===== src/design/tsm_pkg.sv =====
// Shared types and constants of the textured span mapper.
// No dependencies; imported by the top level, the output queue and the checker.
`default_nettype none

package tsm_pkg;

  typedef enum logic [1:0] {
    CMD_WRITE_TEXEL   = 2'd0,
    CMD_WRITE_PALETTE = 2'd1,
    CMD_START_SPAN    = 2'd2,
    CMD_DRAW_PIXEL    = 2'd3
  } cmd_e;

  localparam logic [1:0] REG_U_SIZE_LOG2  = 2'd0;
  localparam logic [1:0] REG_V_SIZE_LOG2  = 2'd1;
  localparam logic [1:0] REG_PALETTED     = 2'd2;
  localparam logic [1:0] REG_ALPHA_TEST   = 2'd3;

  localparam int CFG_DATA_W  = 4;
  localparam int FRAC_BITS   = 16;
  localparam int PAL_ENTRY_W = 8;
  localparam int CMD_W       = 2;
  localparam int ADDR_W      = 14;
  localparam int WORD_W      = 32;
  localparam int PSEL_W      = 3;

  // Input request layout, lowest bit first.
  localparam int IN_ADDR_LSB  = 0;
  localparam int IN_WDATA_LSB = IN_ADDR_LSB + ADDR_W;
  localparam int IN_ALPHA_LSB = IN_WDATA_LSB + WORD_W;
  localparam int IN_USTRT_LSB = IN_ALPHA_LSB + 1;
  localparam int IN_VSTRT_LSB = IN_USTRT_LSB + WORD_W;
  localparam int IN_USTEP_LSB = IN_VSTRT_LSB + WORD_W;
  localparam int IN_VSTEP_LSB = IN_USTEP_LSB + WORD_W;
  localparam int IN_PSEL_LSB  = IN_VSTEP_LSB + WORD_W;
  localparam int IN_USED_W    = IN_PSEL_LSB + PSEL_W;
  localparam int IN_W         = ((IN_USED_W + 7) / 8) * 8;

  localparam int OUT_FIFO_DEPTH = 4;

endpackage

`default_nettype wire


===== src/design/tsm_out_fifo.sv =====
// Small output queue that decouples the pixel pipeline from the receiver.
// Depends on tsm_pkg for its depth; entries are opaque packed words.
`default_nettype none

module tsm_out_fifo
  import tsm_pkg::*;
#(
  parameter int WIDTH = 47,
  localparam int DEPTH = OUT_FIFO_DEPTH,
  localparam int PTR_W = $clog2(DEPTH),
  localparam int LVL_W = $clog2(DEPTH + 1)
) (
  input  wire logic             clk_i,
  input  wire logic             rst_ni,
  input  wire logic             push_i,
  input  wire logic [WIDTH-1:0] push_data_i,
  input  wire logic             pop_i,
  output logic      [LVL_W-1:0] level_o,
  output logic                  valid_o,
  output logic      [WIDTH-1:0] data_o
);

  logic [WIDTH-1:0] mem_q [DEPTH];
  logic [PTR_W-1:0] wr_ptr_q, wr_ptr_d;
  logic [PTR_W-1:0] rd_ptr_q, rd_ptr_d;
  logic [LVL_W-1:0] level_q, level_d;

  always_comb begin
    wr_ptr_d = push_i ? wr_ptr_q + PTR_W'(1) : wr_ptr_q;
    rd_ptr_d = pop_i ? rd_ptr_q + PTR_W'(1) : rd_ptr_q;
    level_d  = level_q + LVL_W'(push_i) - LVL_W'(pop_i);
  end

  always_ff @(posedge clk_i or negedge rst_ni) begin
    if (!rst_ni) begin
      wr_ptr_q <= '0;
      rd_ptr_q <= '0;
      level_q  <= '0;
    end else begin
      wr_ptr_q <= wr_ptr_d;
      rd_ptr_q <= rd_ptr_d;
      level_q  <= level_d;
    end
  end

  always_ff @(posedge clk_i) begin
    if (push_i) begin
      mem_q[wr_ptr_q] <= push_data_i;
    end
  end

  assign level_o = level_q;
  assign valid_o = (level_q != '0);
  assign data_o  = mem_q[rd_ptr_q];

endmodule

`default_nettype wire


===== config.mk =====
export PLATFORM = sky130hd
export DESIGN_NAME = tsm_out_fifo
export DESIGN_NICKNAME = d
export VERILOG_FILES = /design/src/design/tsm_pkg.sv /design/src/design/tsm_out_fifo.sv
export SDC_FILE = /design/constraint.sdc
export NUM_CORES = 1
export LEC_CHECK = 0
export ABC_CLOCK_PERIOD_IN_PS = 4850
export BUFFER_PORTS_ARGS = -buffer_cell sky130_fd_sc_hd__buf_4
export CAP_MARGIN = 20
export CORE_MARGIN = 5
export CORE_UTILIZATION = 45
export CTS_BUF_LIST = sky130_fd_sc_hd__clkbuf_8
export DETAILED_ROUTE_END_ITERATION = 7
export PLACE_DENSITY = 0.65
export SETUP_SLACK_MARGIN = 0.3
export SLEW_MARGIN = 20
export SYNTH_ARGS = -nofsm -noshare
export SYNTH_HDL_FRONTEND = slang
export SYNTH_SLANG_ARGS = --single-unit
export TNS_END_PERCENT = 30

===== constraint.sdc =====
create_clock -name clk_i -period 4.85 [get_ports clk_i]
set_clock_uncertainty 0.05 [all_clocks]
set_input_delay 0.97 -clock clk_i [delete_from_list [all_inputs] [get_ports clk_i]]
set_output_delay 0.97 -clock clk_i [all_outputs]
set_load 0.01 [all_outputs]

# == Word-level counts from Yosys, hierarchy flattened ==
# Memories as Yosys holds them, arrays and structs flattened.
# Cells that the tools add are included.
# word_totals
regBits,7
ram_bits,188
input_bits,51
out_inout_bits,51
mem_count,1
# classes
add_sub_neg,4
n_mux,2
n_reduce_logical,1
# mem_list
memory,depth,width,rd,rd_ports_with_merged_regs,write_ports,line_no,text
mem_q,4,47,1,0,1,tsm_out_fifo.sv:23,logic [WIDTH-1:0] mem_q [DEPTH];
# ops
op,count
2-bit by 1-bit adder with 2-bit output (second input constant),2
3-bit by 1-bit adder with 3-bit output,1
3-bit nonzero test,1
3-bit by 1-bit subtractor with 3-bit output,1
1-bit 2-to-1 mux,2

# == Logic depth before layout (Yosys ltp) ==
# Gate-level depths: netlist (run 1).
# depth
depth_word,2
depth_mapped,7

# == Worst setup path after synthesis (run 1) ==
# No wires, ideal clock.
# synth_path
kind,input -> register
startpoint,input port push_i
endpoint,"memory mem_q[0][0], enable pin"
arrival_time_ns,2.098
required_time_ns,4.391
path_slack_ns,2.293
stages,1
path_cell_list,and2_1
# synth_between
elab_chain_cells,2
# synth_lines
element,line_no,text
"start, declared",tsm_out_fifo.sv:15,"input wire logic push_i,"
1-bit 2-to-1 mux,tsm_out_fifo.sv:47,if (push_i) begin
1-bit 2-to-1 mux (implied by the code),tsm_out_fifo.sv:48,mem_q[wr_ptr_q] <= push_data_i;
"end, declared",tsm_out_fifo.sv:23,
# Every way passes these cells.

# == Final worst setup path (run 1) ==
# layout_path
startpoint,register rd_ptr_q[1]
endpoint,output port data_o[7]
# layout_between
elab_chain_cells,1
# layout_lines
element,line_no,text
"start, declared",tsm_out_fifo.sv:25,"logic [PTR_W-1:0] rd_ptr_q, rd_ptr_d;"
"start signal, assigned",tsm_out_fifo.sv:41,rd_ptr_q <= rd_ptr_d;
memory 4 x 47 bit,n/a,
"end, declared",tsm_out_fifo.sv:20,output logic [WIDTH-1:0] data_o
# Every way passes these cells.

==> results of run 1 <==
[critical path, cell delays in order (launching register included)]
cell and delay (ns):
dfrtp_2 0.94, buf_4 0.44, mux4_2 0.37, buf_4 0.17
[through the flow]
stage | instance area [um2] | instances | util | hold WS (ns) | setup slack (ns)
final | 8540 | 622 | 0.542 | 0.251 | 1.45
after floorplan | 7190 | 279 | - | 0.444 | 2.29
after detailed placement | 8170 | 590 | 0.518 | 0.458 | 1.83
after global routing | 8540 | 622 | 0.542 | 0.217 | 1.30
after CTS | 8520 | 621 | 0.541 | 0.223 | 1.30
after global placement | 8170 | 590 | 0.518 | 0.432 | 1.86
[final timing paths]
check,start,endpoint,slack [ns],cells past startpoint
max in group asynchronous,rst_ni,rd_ptr_q[1],4.36,1
worst max-delay path,rd_ptr_q[1],data_o[7],1.45,3
worst min register to register,level_o[2],level_o[2],0.47,1
min in group clk_i,level_o[2],level_o[2],0.47,1
worst max register to register,wr_ptr_q[0],mem_q[2][38],2.68,4
worst min-delay path,rst_ni,level_o[0],0.25,1
[layer usage]
layer / GRT usage / share of wire
met5: 0 / 0.0010
met4: 0.0504 / 0.012
met1: 0.177 / 0.41
met2: 0.237 / 0.51
met3: 0.0563 / 0.069
[logic make-up (layout without fill, tap and decap cells)]
logic type      after synthesis  in the layout  synth area share
xor+xnor                      5              5           0.00609
flops                       195            195             0.810
fa+ha+maj                     7              7            0.0132
simple gates                  7              7           0.00540
compound gates                1              1          0.000696
mux                          47             47             0.148
buf+inv                      17            144            0.0165
[layout make-up]
cell class	instances	area share
clock buffers	17	0.0274
clock inverters	14	0.0144
inverters	6	0.00264
multi-input cells	67	0.147
flip-flops and latches	195	0.682
well taps	216	0.0316
repair buffers	107	0.0955
[cells in the final DEF (no fill, tap or decap), types with 2 or more instances in the layout]
| cell | netlist | final |
|---|---|---|
| and2_2 | 0 | 4 |
| buf_4 | 3 | 106 |
| bufinv_16 | 0 | 2 |
| clkbuf_8 | 0 | 17 |
| clkinv_1 | 0 | 5 |
| clkinvlp_4 | 0 | 3 |
| dfrtp_1 | 7 | 5 |
| edfxtp_1 | 188 | 188 |
| ha_1 | 6 | 6 |
| inv_1 | 6 | 8 |
| mux4_1 | 2 | 2 |
| mux4_2 | 45 | 45 |
| nand2_1 | 2 | 2 |
| xnor2_1 | 2 | 2 |
| xor2_1 | 3 | 3 |
[flip-flops by register name (all words and copies together), names as in the netlist]
| register | cells |
|---|---|
| rd_ptr_q | 2 |
| level_o | 3 |
| wr_ptr_q | 2 |
| mem_q | 188 |
[report_power, final]
part           switching (mW)  leakage (nW)  internal, mW
Combinational           0.693         0.949         0.825
Clock                   0.520         0.178         0.442
Sequential              0.197          1.81          2.21
Total                    1.41          2.93          3.47
==> impl_metrics.tcl, run 1 <==
set metrics [dict create \
    setup_tns_ns 0 \
    yosysSeqAreaShare 0.810 \
    fmax_mhz 294 \
    worstMarginPinSlew_ns 0.942 \
    slew_violations 0 \
    die_h_um 136 \
    drcViolationCount 0 \
    die_w_um 136 \
    layout-drive-gt1-share 0.448 \
    crit_required_ns 3.83 \
    clk_latency_ns 0.46 \
    p_per_area_nw_per_um2 572 \
    finalCritPeriodShare 0.701 \
    wl_um 12400 \
    synthTopCellsByCount "edfxtp_1, mux4_2, dfrtp_1" \
    via_count 3146 \
    cts_root_buffer "clkbuf_8" \
    path_class "reg2out" \
    gp_congestion 0.670 \
    grt_start_max_net_pins 50 \
    multi_input_area_um2 1250 \
    synth_top_area_share 0.785 \
    first_global_vias 3479 \
    worst_slew_margin_rel 0.372 \
    p_leak_nw 2.93 \
    finalSetupViolCount 0 \
    synth_area_leaders "edfxtp_1, mux4_2, dfrtp_1" \
    power_mw 4.88 \
    firstDrtPassIters 4 \
    initial_core_util 0.456 \
    ctsHoldBuffers 0 \
    syn_avg_cell_area_um2 25.8 \
    post-route-min-period_ns 3.40 \
    vdd_drop_max_mv 0.257 \
    layout.area.seq_um2 5830 \
    diodes 0 \
    final_nets 452 \
    fillerInstances 1273 \
    coreArea_um2 15800 \
    drtIter0Drc 190 \
    final_antenna_net_count 0 \
    status "complete, no violations" \
    overflow 0 \
    critPathLaunchType "flop" \
    synth_edf_count 188 \
    async_flop_share 0.0359 \
    postCtsResizedCells 0 \
    cts_setup_buffers 0 \
    grt_pass1_wl_um 19400 \
    die_area_um2 18600 \
    rsz0062_at_grt "no" \
    num_rows 46 \
    critPathCaptureType "output pin" \
    syn_to_final_growth_pct 18.9 \
    cts_tree "built" \
    synth.distinct_cells 18 \
    yosysMostFrequentCell "edfxtp_1" \
    viasPerCell 5.06 \
    htreeDepth 4 \
    ios 102 \
    synthFlopType "edfxtp_1" \
    crit_fanout 30 \
    netlist_area_um2 7190 \
    clock_sinks 195 \
    clockBufferDepth 2 \
    path_clk_slew_ns 0.09 \
    cap_violations 0 \
    numCtsBuffers 17 \
    critPathArrivalTime_ns 2.38 \
    ys_seq_elements 195 \
    grt.total_usage 0.145 \
    synth_area_leader_cell "edfxtp_1" \
    antenna_found_initial 1 \
    place_hpwl_um 7440 \
    port_buffers 101 \
    hold_viol_final 0 \
    post_drt_wl_per_cell_um 19.9 \
    syn_inst 279 \
    yosys_warnings 0 \
    min_path_type "in2async" \
    syn-num-nets 337 \
]
Power figures use the tool's default switching activity.
==> inputs of run 2 (changes only) <==
--- a/config.mk
+++ b/config.mk
@@ -5,14 +5,14 @@
 export SDC_FILE = /design/constraint.sdc
 export NUM_CORES = 1
 export LEC_CHECK = 0
-export ABC_CLOCK_PERIOD_IN_PS = 4850
+export ABC_AREA = 1
+export ABC_CLOCK_PERIOD_IN_PS = 3400
 export BUFFER_PORTS_ARGS = -buffer_cell sky130_fd_sc_hd__buf_4
 export CAP_MARGIN = 20
 export CORE_MARGIN = 5
 export CORE_UTILIZATION = 45
 export CTS_BUF_LIST = sky130_fd_sc_hd__clkbuf_8
 export DETAILED_ROUTE_END_ITERATION = 7
-export PLACE_DENSITY = 0.65
 export SETUP_SLACK_MARGIN = 0.3
 export SLEW_MARGIN = 20
 export SYNTH_ARGS = -nofsm -noshare
==> constraint.sdc (replaced) <==
create_clock -name clk_i -period 3.4 [get_ports clk_i]
set_clock_uncertainty 0.05 [all_clocks]
set_input_delay 0.68 -clock clk_i [delete_from_list [all_inputs] [get_ports clk_i]]
set_output_delay 0.68 -clock clk_i [all_outputs]
set_load 0.01 [all_outputs]
==> run 2 against run 1 <==
  * Critical path depth increased by 3
  * Critical endpoint is now data_o[25]
  * Utilization decreased by 0.80 points
  * Critical path type unchanged
  * Clock power increased by 32%
  * Synthesized cell count increased to 2.8 times the previous value
  * Largest cell class unchanged
  * Highest routed layer is now met4
==> impl_metrics.tcl, run 2 <==
set metrics [dict create \
    hold_viol_final 0 \
    finalCritPeriodShare 0.818 \
    r2r_slack_ns 1.51 \
    min_path_type "in2reg" \
    ios 102 \
    cts_tree "built" \
    via_count 5077 \
    fmax_mhz 360 \
    dp_worst_setup_slack_ns 1.07 \
    reg2regPathDepth 5 \
    worstMarginPinSlew_ns 0.716 \
    clk_latency_ns 0.44 \
    whs_path_depth 1 \
    p_sw_mw 2.82 \
    setup_tns_ns 0 \
    final_common_cell "nand2_1" \
    p_leak_nw 4.52 \
    largest_reg_flops 188 \
    fillerInstances 1572 \
    drtIter0Drc 223 \
    synthSimpleGateAreaFrac 0.169 \
    synth_top_family_by_area "simple AND/OR/NAND/NOR gates" \
    most-common-layout-cells "nand2_1, inv_1, edfxtp_1" \
    p_comb_frac 0.401 \
    final-instance-count-excl-fill 1124 \
    initial_core_util 0.460 \
    finish.utilization 0.534 \
    port_buffers 101 \
    syn_to_final_growth_pct 16.1 \
    synth_edf_count 188 \
    worst-path-stages 6 \
    post-route-min-period_ns 2.78 \
    max_flop_register "mem_q" \
    synthFlopType "edfxtp_1" \
    synth_area_leaders "edfxtp_1, nand2_1, inv_1" \
    netlist_area_um2 8320 \
    p_sw_frac 0.368 \
    slowest_stage "dfrtp_4" \
    synthMuxAreaShare 0 \
    crit_required_ns 2.67 \
    final_antenna_net_count 0 \
    clockBufferDepth 2 \
    path_class "reg2out" \
    drcViolationCount 0 \
    final_nets 940 \
    synth_compound_area_frac 0.000602 \
    die_w_um 146 \
    critPathCaptureType "output pin" \
    crit_family "flip-flops" \
    syn_inst 782 \
    power_frac_seq 0.434 \
    crit_start "rd_ptr_q[0]" \
    timing.hold.ws_ns 0.380 \
    die_h_um 146 \
    vdd_drop_max_mv 0.389 \
    num_rows 49 \
    power_mw 7.67 \
    grt_start_max_net_pins 59 \
    ys_seq_elements 195 \
    critPathLaunchType "flop" \
    syn_avg_cell_area_um2 10.6 \
    viasPerCell 4.52 \
    synth_area_leader_cell "edfxtp_1" \
    rsz0062_at_grt "no" \
    first_global_vias 4915 \
    yosys_warnings 0 \
    slowest_delay_ns 0.68 \
    final_design_area_no_fill_um2 9650 \
    place_hpwl_um 9570 \
    antenna_found_initial 0 \
    post-place-cells 1091 \
    async_flop_share 0.0359 \
    cp_cell_sequence "inv_2 > buf_4 > nand2_1 > nand3_1 > nand2_1 > buf_4" \
    synth-adder-area-share 0.0114 \
    yosysSeqAreaShare 0.700 \
    synthTopCellsByCount "nand2_1, inv_1, edfxtp_1" \
    diodes 0 \
    status "complete, no violations" \
    layout_setup_ws_ns 0.620 \
    numCtsBuffers 17 \
    layout-drive-gt1-share 0.164 \
    die_area_um2 21300 \
    coreArea_um2 18100 \
    wl_um 15900 \
    placed_cell_area_um2 9320 \
    synth.distinct_cells 14 \
    critPathArrivalTime_ns 2.05 \
    crit_buf_inv 3 \
    grt.total_usage 0.152 \
    slew_violations 0 \
    overflow 0 \
    clockPowerShare 0.165 \
    synth_top_area_share 0.679 \
    firstDrtPassIters 4 \
    p_int_mw 4.85 \
    gp_congestion 0.737 \
    finalSetupViolCount 0 \
    worst_slew_margin_rel 0.522 \
    path_clk_slew_ns 0.10 \
    clock_sinks 195 \
    worstReg2RegStart "wr_ptr_q[1]" \
    cts_root_buffer "clkbuf_8" \
    grt_pass1_wl_um 25400 \
    timing.rr.end "mem_q[0][22]" \
    yosysMostFrequentCell "nand2_1" \
    synth-xor-area-share 0.00316 \
    crit_fanout 43 \
    htreeDepth 4 \
    p_per_area_nw_per_um2 795 \
    cap_violations 0 \
    cp-endpoint "data_o[25]" \
    syn-num-nets 840 \
    post_drt_wl_per_cell_um 14.1 \
]
-- run 2: changes by cell type after synthesis, moves of 2 or more --
| cell | before | now |
|---|---|---|
| and2_1 | 4 | 0 |
| buf_12 | 2 | 0 |
| buf_2 | 3 | 16 |
| buf_6 | 1 | 8 |
| clkbuf_1 | 2 | 6 |
| inv_1 | 6 | 201 |
| mux4_1 | 2 | 0 |
| mux4_2 | 45 | 0 |
| nand2_1 | 2 | 246 |
| nand3_1 | 0 | 96 |
| xnor2_1 | 2 | 0 |
-- run 2: worst min path at each step --
stage | start | endpoint | slack, ns
floorplan | rst_ni | level_o[0] | 0.33
global placement | level_o[2] | level_o[2] | 0.44
detailed placement | level_o[2] | level_o[2] | 0.45
CTS | push_data_i[38] | mem_q[0][38] | 0.34
global route | push_data_i[8] | mem_q[0][8] | 0.33
finish | push_data_i[16] | mem_q[0][16] | 0.38
-- run 2: layer usage --
metal,vias up,share of wire,routed length [um],global-route usage
li1,2620,-,-,-
met3,10,0.049,783,0.0392
met4,0,0.0080,127,0.0389
met5,-,0,0,0
met2,99,0.51,8120,0.266
met1,2348,0.43,6820,0.188
-- run 2: worst register-to-register path: stages, from the launching register on --
cell     delay (ns)
dfrtp_1        0.41
inv_1          0.11
ha_1           0.15
nand2_1        0.06
inv_2          0.53
buf_12         0.28
-- run 2: area by class of cell --
class | instances | area, um2 | area share
inverter | 202 | 758 | 0.0785
clock buffer | 17 | 234 | 0.0242
tap | 229 | 287 | 0.0297
clock inverter | 15 | 93.8 | 0.00972
multi-input combinational | 353 | 1530 | 0.159
sequential | 195 | 5830 | 0.603
timing repair buffer | 113 | 926 | 0.0959
-- run 2: power groups by stage --
stage	combinational (mW)	sequential [mW]	clock, mW
2_1_floorplan	1.92	3.31	0
3_3_place_gp	3.14	3.38	0
6_report	3.08	3.33	1.27
4_1_cts	3.17	3.33	1.31
3_5_place_dp	3.16	3.39	0
5_1_grt	3.45	3.38	1.42
-- run 2: what timing repair did --
action                                  in CTS  in global routing
hold buffers                                 1                  0
endpoints found under the hold margin        7                  0
endpoints found under the setup margin       0                  0
setup buffers                                0                  0
resized for setup                            0                  0
-- run 2: logic make-up after synthesis --
logic type | after synthesis
simple gates | 342
compound gates | 1
buf+inv | 234
fa+ha+maj | 7
xor+xnor | 3
flops | 195
